$ cat src/sv/cle_pkg.sv
package cle_pkg;

    // defaults for the top level parameters
    localparam int MAX_WIDTH_DEF   = 4096;
    localparam int SAMPLE_BITS_DEF = 16;
    localparam int LEVEL_BITS_DEF  = 24;

    localparam int MAX_HEIGHT  = 4096;
    localparam int COORD_BITS  = 12;
    localparam int SIZE_BITS   = 13;
    localparam int SCALE_BITS  = 24;
    localparam int CFG_BITS    = 24;
    localparam int FRAC_BITS   = 16;

    typedef enum logic [1:0] {
        CFG_WIDTH  = 2'd0,
        CFG_HEIGHT = 2'd1,
        CFG_SCALE  = 2'd2
    } t_cfg_idx;

    localparam logic [SIZE_BITS-1:0]  WIDTH_RST  = SIZE_BITS'(256);
    localparam logic [SIZE_BITS-1:0]  HEIGHT_RST = SIZE_BITS'(256);
    localparam logic [SCALE_BITS-1:0] SCALE_RST  = SCALE_BITS'(65536);

    typedef struct packed {
        logic                  edge_res;
        logic [COORD_BITS-1:0] col;
        logic [COORD_BITS-1:0] row_index;
        logic                  frame_end;
        logic                  run_last;
    } t_result;

endpackage

$ cat src/sv/cle_res_fifo.sv
// Two-entry result queue; decouples the pipeline from output stalls.
module cle_res_fifo import cle_pkg::*; (
    input  logic    i_clk,
    input  logic    i_rst_n,
    input  logic    i_push,
    input  t_result i_data,
    output logic    o_room,
    output logic    o_valid,
    output t_result o_data,
    input  logic    i_ready
);
    t_result    r_slot [2];
    logic       r_wp;
    logic       r_rp;
    logic [1:0] r_cnt;
    logic       pop;
    logic       push;

    assign o_valid = (r_cnt != 2'd0);
    assign o_data  = r_slot[r_rp];
    assign pop     = o_valid && i_ready;
    assign o_room  = (r_cnt != 2'd2) || pop;
    assign push    = i_push && o_room;

    always_ff @(posedge i_clk) begin
        if (!i_rst_n) begin
            r_wp  <= 1'b0;
            r_rp  <= 1'b0;
            r_cnt <= 2'd0;
        end else begin
            if (push) begin
                r_wp <= ~r_wp;
            end
            if (pop) begin
                r_rp <= ~r_rp;
            end
            case ({push, pop})
                2'b10:   r_cnt <= r_cnt + 2'd1;
                2'b01:   r_cnt <= r_cnt - 2'd1;
                default: r_cnt <= r_cnt;
            endcase
        end
    end

    always_ff @(posedge i_clk) begin
        if (push) begin
            r_slot[r_wp] <= i_data;
        end
    end
endmodule

$ cat config.mk
export PLATFORM = sky130hd
export DESIGN_NAME = cle_res_fifo
export DESIGN_NICKNAME = d
export VERILOG_FILES = /design/src/sv/cle_pkg.sv /design/src/sv/cle_res_fifo.sv
export SDC_FILE = /design/constraint.sdc
export NUM_CORES = 1
export LEC_CHECK = 0
export ABC_AREA = 1
export ABC_CLOCK_PERIOD_IN_PS = 2950
export BUFFER_PORTS_ARGS = -buffer_cell sky130_fd_sc_hd__clkbuf_2
export CAP_MARGIN = 20
export CELL_PAD_IN_SITES_DETAIL_PLACEMENT = 1
export CELL_PAD_IN_SITES_GLOBAL_PLACEMENT = 1
export CORE_UTILIZATION = 42
export CTS_BUF_LIST = sky130_fd_sc_hd__clkbuf_4 sky130_fd_sc_hd__clkbuf_8 sky130_fd_sc_hd__clkbuf_16
export DETAILED_ROUTE_END_ITERATION = 6
export GPL_ROUTABILITY_DRIVEN = 0
export PLACE_DENSITY_LB_ADDON = 0.08
export SYNTH_ARGS = -nofsm -noshare
export SYNTH_HDL_FRONTEND = slang
export SYNTH_SLANG_ARGS = --single-unit
$ cat constraint.sdc
create_clock -name i_clk -period 2.95 [get_ports i_clk]
set_input_delay 0.4425 -clock i_clk [delete_from_list [all_inputs] [get_ports i_clk]]
set_output_delay 0.4425 -clock i_clk [all_outputs]
set_load 0.02 [all_outputs]
==> results by group, run 1 <==
Logic synthesis
  – Yosys reg bits: between 50 and 60
  – Asr flop ratio synth: 0%
  – Top-count cell post-synth: edfxtp_1
  – Synth top cells by count: edfxtp_1 (54), mux2_2 (27), inv_1 (6), nand2_1 (6), nor2_1 (6)
  – Syn Inst Count: between 100 and 150
  – Distinct cells, synth: 19
  – Post-synth top area cell: edfxtp_1
  – YS warnings: 0
  – Register area share after synthesis: between 70% and 80%
  – Primary FF master, synth: edfxtp_1
  – Mapped Nets: between 150 and 200
  – Top cell type's share of synthesized area: 73.4%
  – EDFF count, synth: 54
  – Avg Inst Size Synth: 18.4 um2
  – Ranking of synthesized cells by area: edfxtp_1 (73%), mux2_2 (14%), dfxtp_1 (4.5%)
  – Syn Std Cell Area: 0.00221 mm2

Critical path
  – WP data arrival: between 1500 and 2000 ps
  – CP peak stage delay: 600 ps
  – CP max-delay cell: dfxtp_1
  – WP buf/inv: 2
  – Critical path required time: 2510 ps
  – Maximum fanout along the worst path: 17
  – Crit path depth: 3
  – Critical path capture point type: output pin
  – Sequence of cells on the critical path: buf_4 -> mux2_2 -> clkbuf_2
  – Critical path class: reg -> out
  – Worst path top cell family by delay: flip-flops
  – Critical path startpoint category: flip-flop
  – R2r setup slk: 1090 ps
  – Worst reg2reg path depth: 5

Final layout
  – Layout net count: 221
  – Post-layout util: between 50% and 60%
  – Share of cells above drive strength 1: 55.2%
  – Final instance area: 0.00277 mm2
  – Area grow syn2layout: 25.1%
  – N_diodes: 0

Route
  – Vias per inst: roughly 4.6
  – DRC viols: 0
  – First-pass DRT Iterations: 4
  – Antenna-violating nets left: 0
  – Via count: roughly 1,200
  – Post-DR wirelength/cell: 15.1 um
  – WL final: approximately 4000 um
  – Starting DRC count in detailed routing: 58

STA
  – Minimum clock period: 2240 ps
  – RSZ-0062 raised after global routing: no
  – Setup ws final: 708 ps
  – Final Cycle Share: 76.0%
  – Skew final: 4.76 ps
  – Setup TNS after final layout: 0 ps
  – Setup violators final: 0
  – Slew HR: about 57%
  – Final Slew Violations: 0
  – Worst slew pin tran: 641 ps
  – Fin. Hold Viols: 0
  – Fmax: 0.446 GHz

Floorplanning
  – IO Pins: 60
  – Core Rows: 26
  – Initial Util: 43.5%
  – Die height: 74.5 um
  – Die X: 74.5 um
  – Core area: 0.00507 mm2
  – Die ar.: 0.00555 mm2

Clocking
  – CTS resizes: 0
  – Clk slew on worst S/H paths: 60 ps
  – Setup bufs post-CTS: 0
  – Inserted Clock Buffers: 9
  – Sinks on Clock Net: 59
  – Clk root buf: clkbuf_8
  – Clk Latency, worst-skew pair: 320 ps
  – Post-CTS Hold Buffers: 0
  – Clock buffer depth: 2
  – H-tree levels: 3
  – CTS tree: done

Placement
  – Dpl hpwl: about 2800 um
  – Place WS: 935 ps
  – Dpl cell area: 0.00261 mm2
  – Port Buffer Count: between 50 and 60

Power
  – Leak pwr: around 1.1 nW
  – Power, Total: about 1.8 mW
  – Pwr/cell area: between 600 and 700 mW/mm2
  – Peak VDD IR: 0.311 mV

Global route
  – Grt peak-use layer: met2
  – Overflow after GRT: 0
  – Met2 global-route usage: a little over a quarter
  – Initial antenna violation count: 0
  – Pin count of the biggest net entering global routing: 19
  – GRT Overall Usage: roughly 16%
  – Met1 Use GR: 17.2%
  – Vias in the first global route: 1,310
  – First-pass GRT wire length: 6070 um
  – M3 GR Usage: 4.07%

Status
  – Outcome: finished, final reports clean

Hold path
  – Hold/Removal Path Class: in -> reg
  – Hold depth: 1

Flow run
  – Total of max-cap violations: 0
==> layout by cell type, fill, tap and decap left out, types with 2 or more instances in the layout <==
master and n:
clkbuf_2 59, edfxtp_1 54, mux2_2 27, clkbuf_8 9, inv_1 6, nand2_1 6, nor2_1 5, dfxtp_1 5
nand3_1 3, clkinv_1 3, nor2_2 2, clkinv_2 2, buf_12 2
==> area by class of cell <==
| class | instances | area [um2] |
|---|---|---|
| sequential | 59 | 1720 |
| inverter | 6 | 22.5 |
| timing repair buffer | 62 | 343 |
| clock inverter | 5 | 21.3 |
| fill | 519 | 2310 |
| tap | 70 | 87.6 |
| multi-input combinational | 52 | 438 |
| clock buffer | 10 | 131 |
==> kinds of logic (layout without fill, tap and decap cells) <==
kind of cell / after synthesis / in the layout / synth area share, %
AND/OR/NAND/NOR: 20 / 20 / 4.59
XOR/XNOR: 1 / 1 / 0.396
buffers and inverters: 9 / 83 / 2.38
multiplexers: 27 / 27 / 13.8
flip-flops: 59 / 59 / 77.9
AO/OA/AOI/OAI: 4 / 4 / 0.962
==> flip-flops by register name, summed over array words and instances (netlist names), named ones only <==
name	flops
r_cnt	2
r_rp	1
r_slot	54
r_wp	1
==> worst reg2reg max path, stage by stage, from the launching register on <==
cell	delay [ps]
dfxtp_1	430
inv_1	100
nand3_1	150
nand2_1	120
nor2_2	520
buf_12	250
==> layer usage <==
metal / vias up / part of all wire (%)
li1: 587 / -
met1: 589 / 39
met2: 35 / 54
met3: 7 / 4.5
met5: - / 0
met4: 0 / 1.9
==> metrics by stage <==
step | instances | hold WS, ps
6_report | 264 | 309
5_1_grt | 264 | 293
4_1_cts | 264 | 294
3_5_place_dp | 249 | 517
3_3_place_gp | 249 | 490
2_1_floorplan | 120 | 472
==> power breakdown <==
group | switching, mW | total [mW] | internal, mW
Clock | 0.279 | 0.576 | 0.297
Sequential | 0.0213 | 0.990 | 0.969
Combinational | 0.145 | 0.253 | 0.107
==> final timing paths <==
path                                             from                 endpoint
worst min-delay path                        i_data[6]   r_slot[0][6]$_DFFE_PP_
worst max register to register  r_cnt[0]$_SDFFE_PN0P_  r_slot[1][20]$_DFFE_PP_
worst max-delay path                        flip-flop               o_data[22]
worst min register to register      r_rp$_SDFFE_PN0P_        r_rp$_SDFFE_PN0P_
No activity file was read; power rests on OpenSTA's default activity.
==> inputs of run 2 (changes only) <==
ABC_CLOCK_PERIOD_IN_PS = 2200   (was 2950)
clock period = 2.2 ns   (was 2.95 ns; I/O delays follow)
==> run 2 against run 1 <==
Net effect:
- non-clock buffer count up 3
- global-route usage fell by 0.76 points
- largest power group unchanged
- flip-flop and latch count stayed put
==> results by group, run 2 (same netlist as run 1, synthesis figures left out) <==
Status
  – Outcome: finished, final reports clean

Route
  – First-pass DRT Iterations: 4
  – DRC viols: 0
  – WL final: 3770 um
  – Via count: 1,238
  – Post-DR wirelength/cell: 14.2 um
  – Starting DRC count in detailed routing: 37
  – Vias per inst: 4.65
  – Antenna-violating nets left: 0

Power
  – Power, Total: 2.53 mW
  – Pint: ~1.9 mW
  – Leak pwr: 1.09 nW
  – Logic pwr share: 13.6%
  – Pwr/cell area: 911 mW/mm2
  – Sw Pwr: 595 uW
  – Clock power frac: 34.4%
  – Seq pwr share: approximately 52%
  – Sw Share: around a quarter
  – Peak VDD IR: 0.476 mV

Final layout
  – N_diodes: 0
  – Regs by FF count: r_slot x54, r_cnt x2
  – Fill cells: 523
  – Max reg flops: 54
  – Area grow syn2layout: 25.8%
  – Leading cell type in the layout, fill and taps excluded: clkbuf_2
  – Cell Count, Final, Fillers Out: 266
  – Largest Register: r_slot
  – Most frequent cells in the layout: clkbuf_2 (59), edfxtp_1 (54), mux2_2 (27)
  – Layout net count: around 220
  – Share of cells above drive strength 1: a little under three fifths

Critical path
  – WP data arrival: 1420 ps
  – Worst reg2reg path depth: 5
  – Critical path required time: 1870 ps
  – Maximum fanout along the worst path: 14
  – Critical path class: reg -> out
  – Critical path startpoint category: flip-flop
  – Reg2reg end: r_slot[0][18]$_DFFE_PP_
  – R2r setup slk: 700 ps
  – Critical path capture point type: output pin
  – Reg-to-reg startpoint: r_cnt[0]$_SDFFE_PN0P_

Floorplanning
  – Die X: 74.5 um
  – Core area: 0.00507 mm2
  – Die ar.: 0.00555 mm2
  – IO Pins: 60
  – Initial Util: a little over two fifths
  – Die height: 74.5 um
  – Core Rows: 26

Clocking
  – CTS resizes: 0
  – Post-CTS Hold Buffers: 0
  – Sinks on Clock Net: 59
  – H-tree levels: 3
  – Setup bufs post-CTS: 0
  – Clk root buf: clkbuf_8
  – Inserted Clock Buffers: 9
  – Clk slew on worst S/H paths: about 60 ps
  – Clk Latency, worst-skew pair: roughly 320 ps
  – CTS tree: done
  – Clock buffer depth: 2

STA
  – Final Cycle Share: 79.4%
  – Slew HR: 82.1%
  – Fmax: 0.573 GHz
  – Skew final: between 4 and 5 ps
  – Fin. Hold Viols: 0
  – Setup TNS after final layout: 0 ps
  – Setup ws final: 454 ps
  – Setup violators final: 0
  – Final Slew Violations: 0
  – Minimum clock period: 1750 ps
  – Hold_ws: 193 ps
  – Worst slew pin tran: 268 ps
  – RSZ-0062 raised after global routing: no

Global route
  – Overflow after GRT: 0
  – Pin count of the biggest net entering global routing: 21
  – Vias in the first global route: 1,260
  – Initial antenna violation count: 0
  – First-pass GRT wire length: 5640 um
  – GRT Overall Usage: 15.1%

Hold path
  – Hold/Removal Path Class: in -> reg
  – Hold path start: i_data[26]
  – Worst hold path endpoint: r_slot[1][26]$_DFFE_PP_
  – Hold depth: 1

Placement
  – Placed Cells: around 250
  – Port Buffer Count: 59
  – Dpl hpwl: approximately 2600 um
  – Place WS: about 690 ps

Flow run
  – Total of max-cap violations: 0
==> run 2: cell count changes in the layout (fill, tap and decap cells not counted) <==
cell,before,now
buf_4,1,6
buf_12,2,0
bufinv_16,0,1
clkbuf_4,1,0
clkinv_2,2,1
==> run 2: how the worst max path moves through the flow <==
stage | end | startpoint
after global placement | r_slot[0][3]$_DFFE_PP_ | i_ready
after floorplan | r_slot[1][0]$_DFFE_PP_ | r_cnt[0]$_SDFFE_PN0P_
after global routing | o_data[0] | flip-flop
after CTS | o_data[2] | flip-flop
after detailed placement | r_slot[0][3]$_DFFE_PP_ | r_cnt[0]$_SDFFE_PN0P_
final | o_data[2] | flip-flop
==> run 2: metrics by stage <==
| step | util (%) | instance area, um2 |
|---|---|---|
| 2_1_floorplan | - | 2210 |
| 3_3_place_gp | 51.4 | 2610 |
| 3_5_place_dp | 51.4 | 2610 |
| 4_1_cts | 54.8 | 2780 |
| 5_1_grt | 54.8 | 2780 |
| 6_report | 54.8 | 2780 |
==> run 2: power by group through the flow <==
stage	clock network, mW	registers [mW]	logic (mW)
floorplan	0	1.34	0.233
global placement	0	1.34	0.343
detailed placement	0	1.34	0.350
CTS	0.903	1.32	0.351
global route	0.938	1.33	0.375
finish	0.870	1.32	0.344
==> run 2: cell type report <==
class | instances | area (um2) | share of cell area, %
multi-input combinational | 52 | 438 | 15.8
timing repair buffer | 65 | 340 | 12.2
clock buffer | 9 | 124 | 4.46
tap | 70 | 87.6 | 3.15
inverter | 6 | 22.5 | 0.810
sequential | 59 | 1720 | 61.9
clock inverter | 5 | 46.3 | 1.67
==> run 2: layer usage <==
metal  up-vias  wire [um]  global-route usage (%)
met5         -          0                       0
met4         0         76                    10.7
met3         8        241                    5.69
met2        39       2080                    25.3
met1       595       1380                    15.4
li1        596          -                       -
==> run 2: worst max-delay path, stage by stage, from the launching register on <==
cell and delay [ps]:
dfxtp_1 340, buf_4 230, mux2_2 370, clkbuf_2 160
==> inputs of run 3 (changes only) <==
ABC_CLOCK_PERIOD_IN_PS = 1800   (was 2200)
clock period = 1.8 ns   (was 2.2 ns; I/O delays follow)
==> run 3 against run 2 <==
Net effect:
- routed wire length up 6.0%
- design area up 0.41%
- setup slack worse by 350 ps
- critical endpoint is now o_data[20]
==> results by group, run 3 (same netlist as run 1, synthesis figures left out) <==
Critical path
  – Critical path class: reg -> out
  – CP peak stage delay: around 370 ps
  – Critical path capture point type: output pin
  – CP max-delay cell: mux2_2
  – Worst path top cell family by delay: buffers and inverters
  – Maximum fanout along the worst path: 14
  – WP data arrival: approximately 1400 ps
  – Critical path startpoint category: flip-flop
  – Sequence of cells on the critical path: buf_4 -> mux2_2 -> clkbuf_2
  – Critical path required time: 1530 ps
  – WP buf/inv: 2

Hold path
  – Hold/Removal Path Class: in -> reg

STA
  – Final Slew Violations: 0
  – Minimum clock period: 1690 ps
  – RSZ-0062 raised after global routing: no
  – Fin. Hold Viols: 0
  – Fmax: 0.591 GHz
  – Worst slew pin tran: 251 ps
  – Setup TNS after final layout: 0 ps
  – Setup violators final: 0
  – Skew final: 4.81 ps
  – Final Cycle Share: a little over nine tenths
  – Slew HR: 83.1%

Clocking
  – Clock buffer depth: 2
  – Post-CTS Hold Buffers: 0
  – Clk root buf: clkbuf_8
  – Inserted Clock Buffers: 9
  – H-tree levels: 3
  – CTS tree: done
  – Setup bufs post-CTS: 0
  – Clk Latency, worst-skew pair: 320 ps
  – CTS resizes: 0
  – Clk slew on worst S/H paths: 60 ps
  – Sinks on Clock Net: 59

Global route
  – Overflow after GRT: 0
  – Vias in the first global route: 1,302
  – Pin count of the biggest net entering global routing: 15
  – Initial antenna violation count: 0
  – First-pass GRT wire length: 5930 um
  – GRT Overall Usage: 15.6%

Route
  – Antenna-violating nets left: 0
  – DR top layer: met4
  – WL final: 4000 um
  – Starting DRC count in detailed routing: 30
  – Post-DR wirelength/cell: 14.9 um
  – First-pass DRT Iterations: 4
  – Via count: 1,267
  – Met3 WL: 220 um
  – DR WL met2: 2160 um
  – Vias per inst: 4.71
  – Met1 WL: 1510 um
  – DRC viols: 0

Final layout
  – Fill cells: 526
  – Max reg flops: 54
  – Post-layout util: between 50% and 60%
  – Area occupied by multi-input gates: 448 um2
  – Sequential Area: around 0.0017 mm2
  – Layout net count: 225
  – Regs by FF count: r_slot x54, r_cnt x2
  – Largest Register: r_slot
  – Share of cells above drive strength 1: 56.8%
  – Most frequent cells in the layout: clkbuf_2 (59), edfxtp_1 (54), mux2_2 (27)
  – Area grow syn2layout: 26.3%
  – Leading cell type in the layout, fill and taps excluded: clkbuf_2
  – N_diodes: 0

Floorplanning
  – Initial Util: 43.5%
  – Die height: around 75 um
  – Core area: around 0.0051 mm2
  – IO Pins: 60
  – Die X: 74.5 um
  – Core Rows: 26
  – Die ar.: 0.00555 mm2

Placement
  – Dpl hpwl: 2950 um
  – Port Buffer Count: 59

Power
  – Leak pwr: 1.10 nW
  – Pwr/cell area: 1080 mW/mm2
  – Peak VDD IR: a little under 0.6 mV

Status
  – Outcome: finished, final reports clean

Flow run
  – Total of max-cap violations: 0
==> run 3: final timing paths <==
check             slack [ps]  depth (start not counted)                      end                  start
setup / recovery         110                          3               o_data[20]              flip-flop
hold / removal           140                          1  r_slot[1][25]$_DFFE_PP_             i_data[25]
setup reg to reg         260                          5  r_slot[1][26]$_DFFE_PP_  r_cnt[0]$_SDFFE_PN0P_
hold reg to reg          510                          2        r_rp$_SDFFE_PN0P_      r_rp$_SDFFE_PN0P_
==> run 3: cell type report <==
cell class                 instances  area share, %
sequential                        59           61.7
multi-input combinational         52           16.0
timing repair buffer              66           12.5
clock buffer                      12           5.24
tap                               70           3.14
inverter                           6          0.807
clock inverter                     4          0.628
==> run 3: where the power goes <==
part           internal, mW  leakage (nW)  switching [mW]
clock                 0.531        0.0895           0.449
combinational         0.178         0.467           0.253
sequential             1.59         0.548          0.0264
total                  2.30          1.10           0.729
==> run 3: layer usage <==
metal	vias up	GRT usage (%)
met5	-	0
met4	0	9.64
met3	10	5.56
met2	39	26.3
met1	620	16.6
li1	598	-
==> run 3: stage by stage <==
| step | worst slack, ps | instances | power (mW) | area [um2] | hold WS, ps |
|---|---|---|---|---|---|
| global route | 23.4 | 269 | 3.16 | 2790 | 119 |
| floorplan | 68.1 | 120 | 1.92 | 2220 | 369 |
| finish | 107 | 269 | 3.03 | 2790 | 135 |
| global placement | 311 | 253 | 2.06 | 2630 | 461 |
| detailed placement | 244 | 253 | 2.08 | 2630 | 463 |
| CTS | 83.3 | 269 | 3.07 | 2790 | 121 |
==> run 3: worst register-to-register path, delay by kind of cell, from the launching register on <==
family / cells / cell delay (ps)
buffers and inverters: 2 / 320
DFF: 1 / 420
and+or+nand+nor: 3 / 500
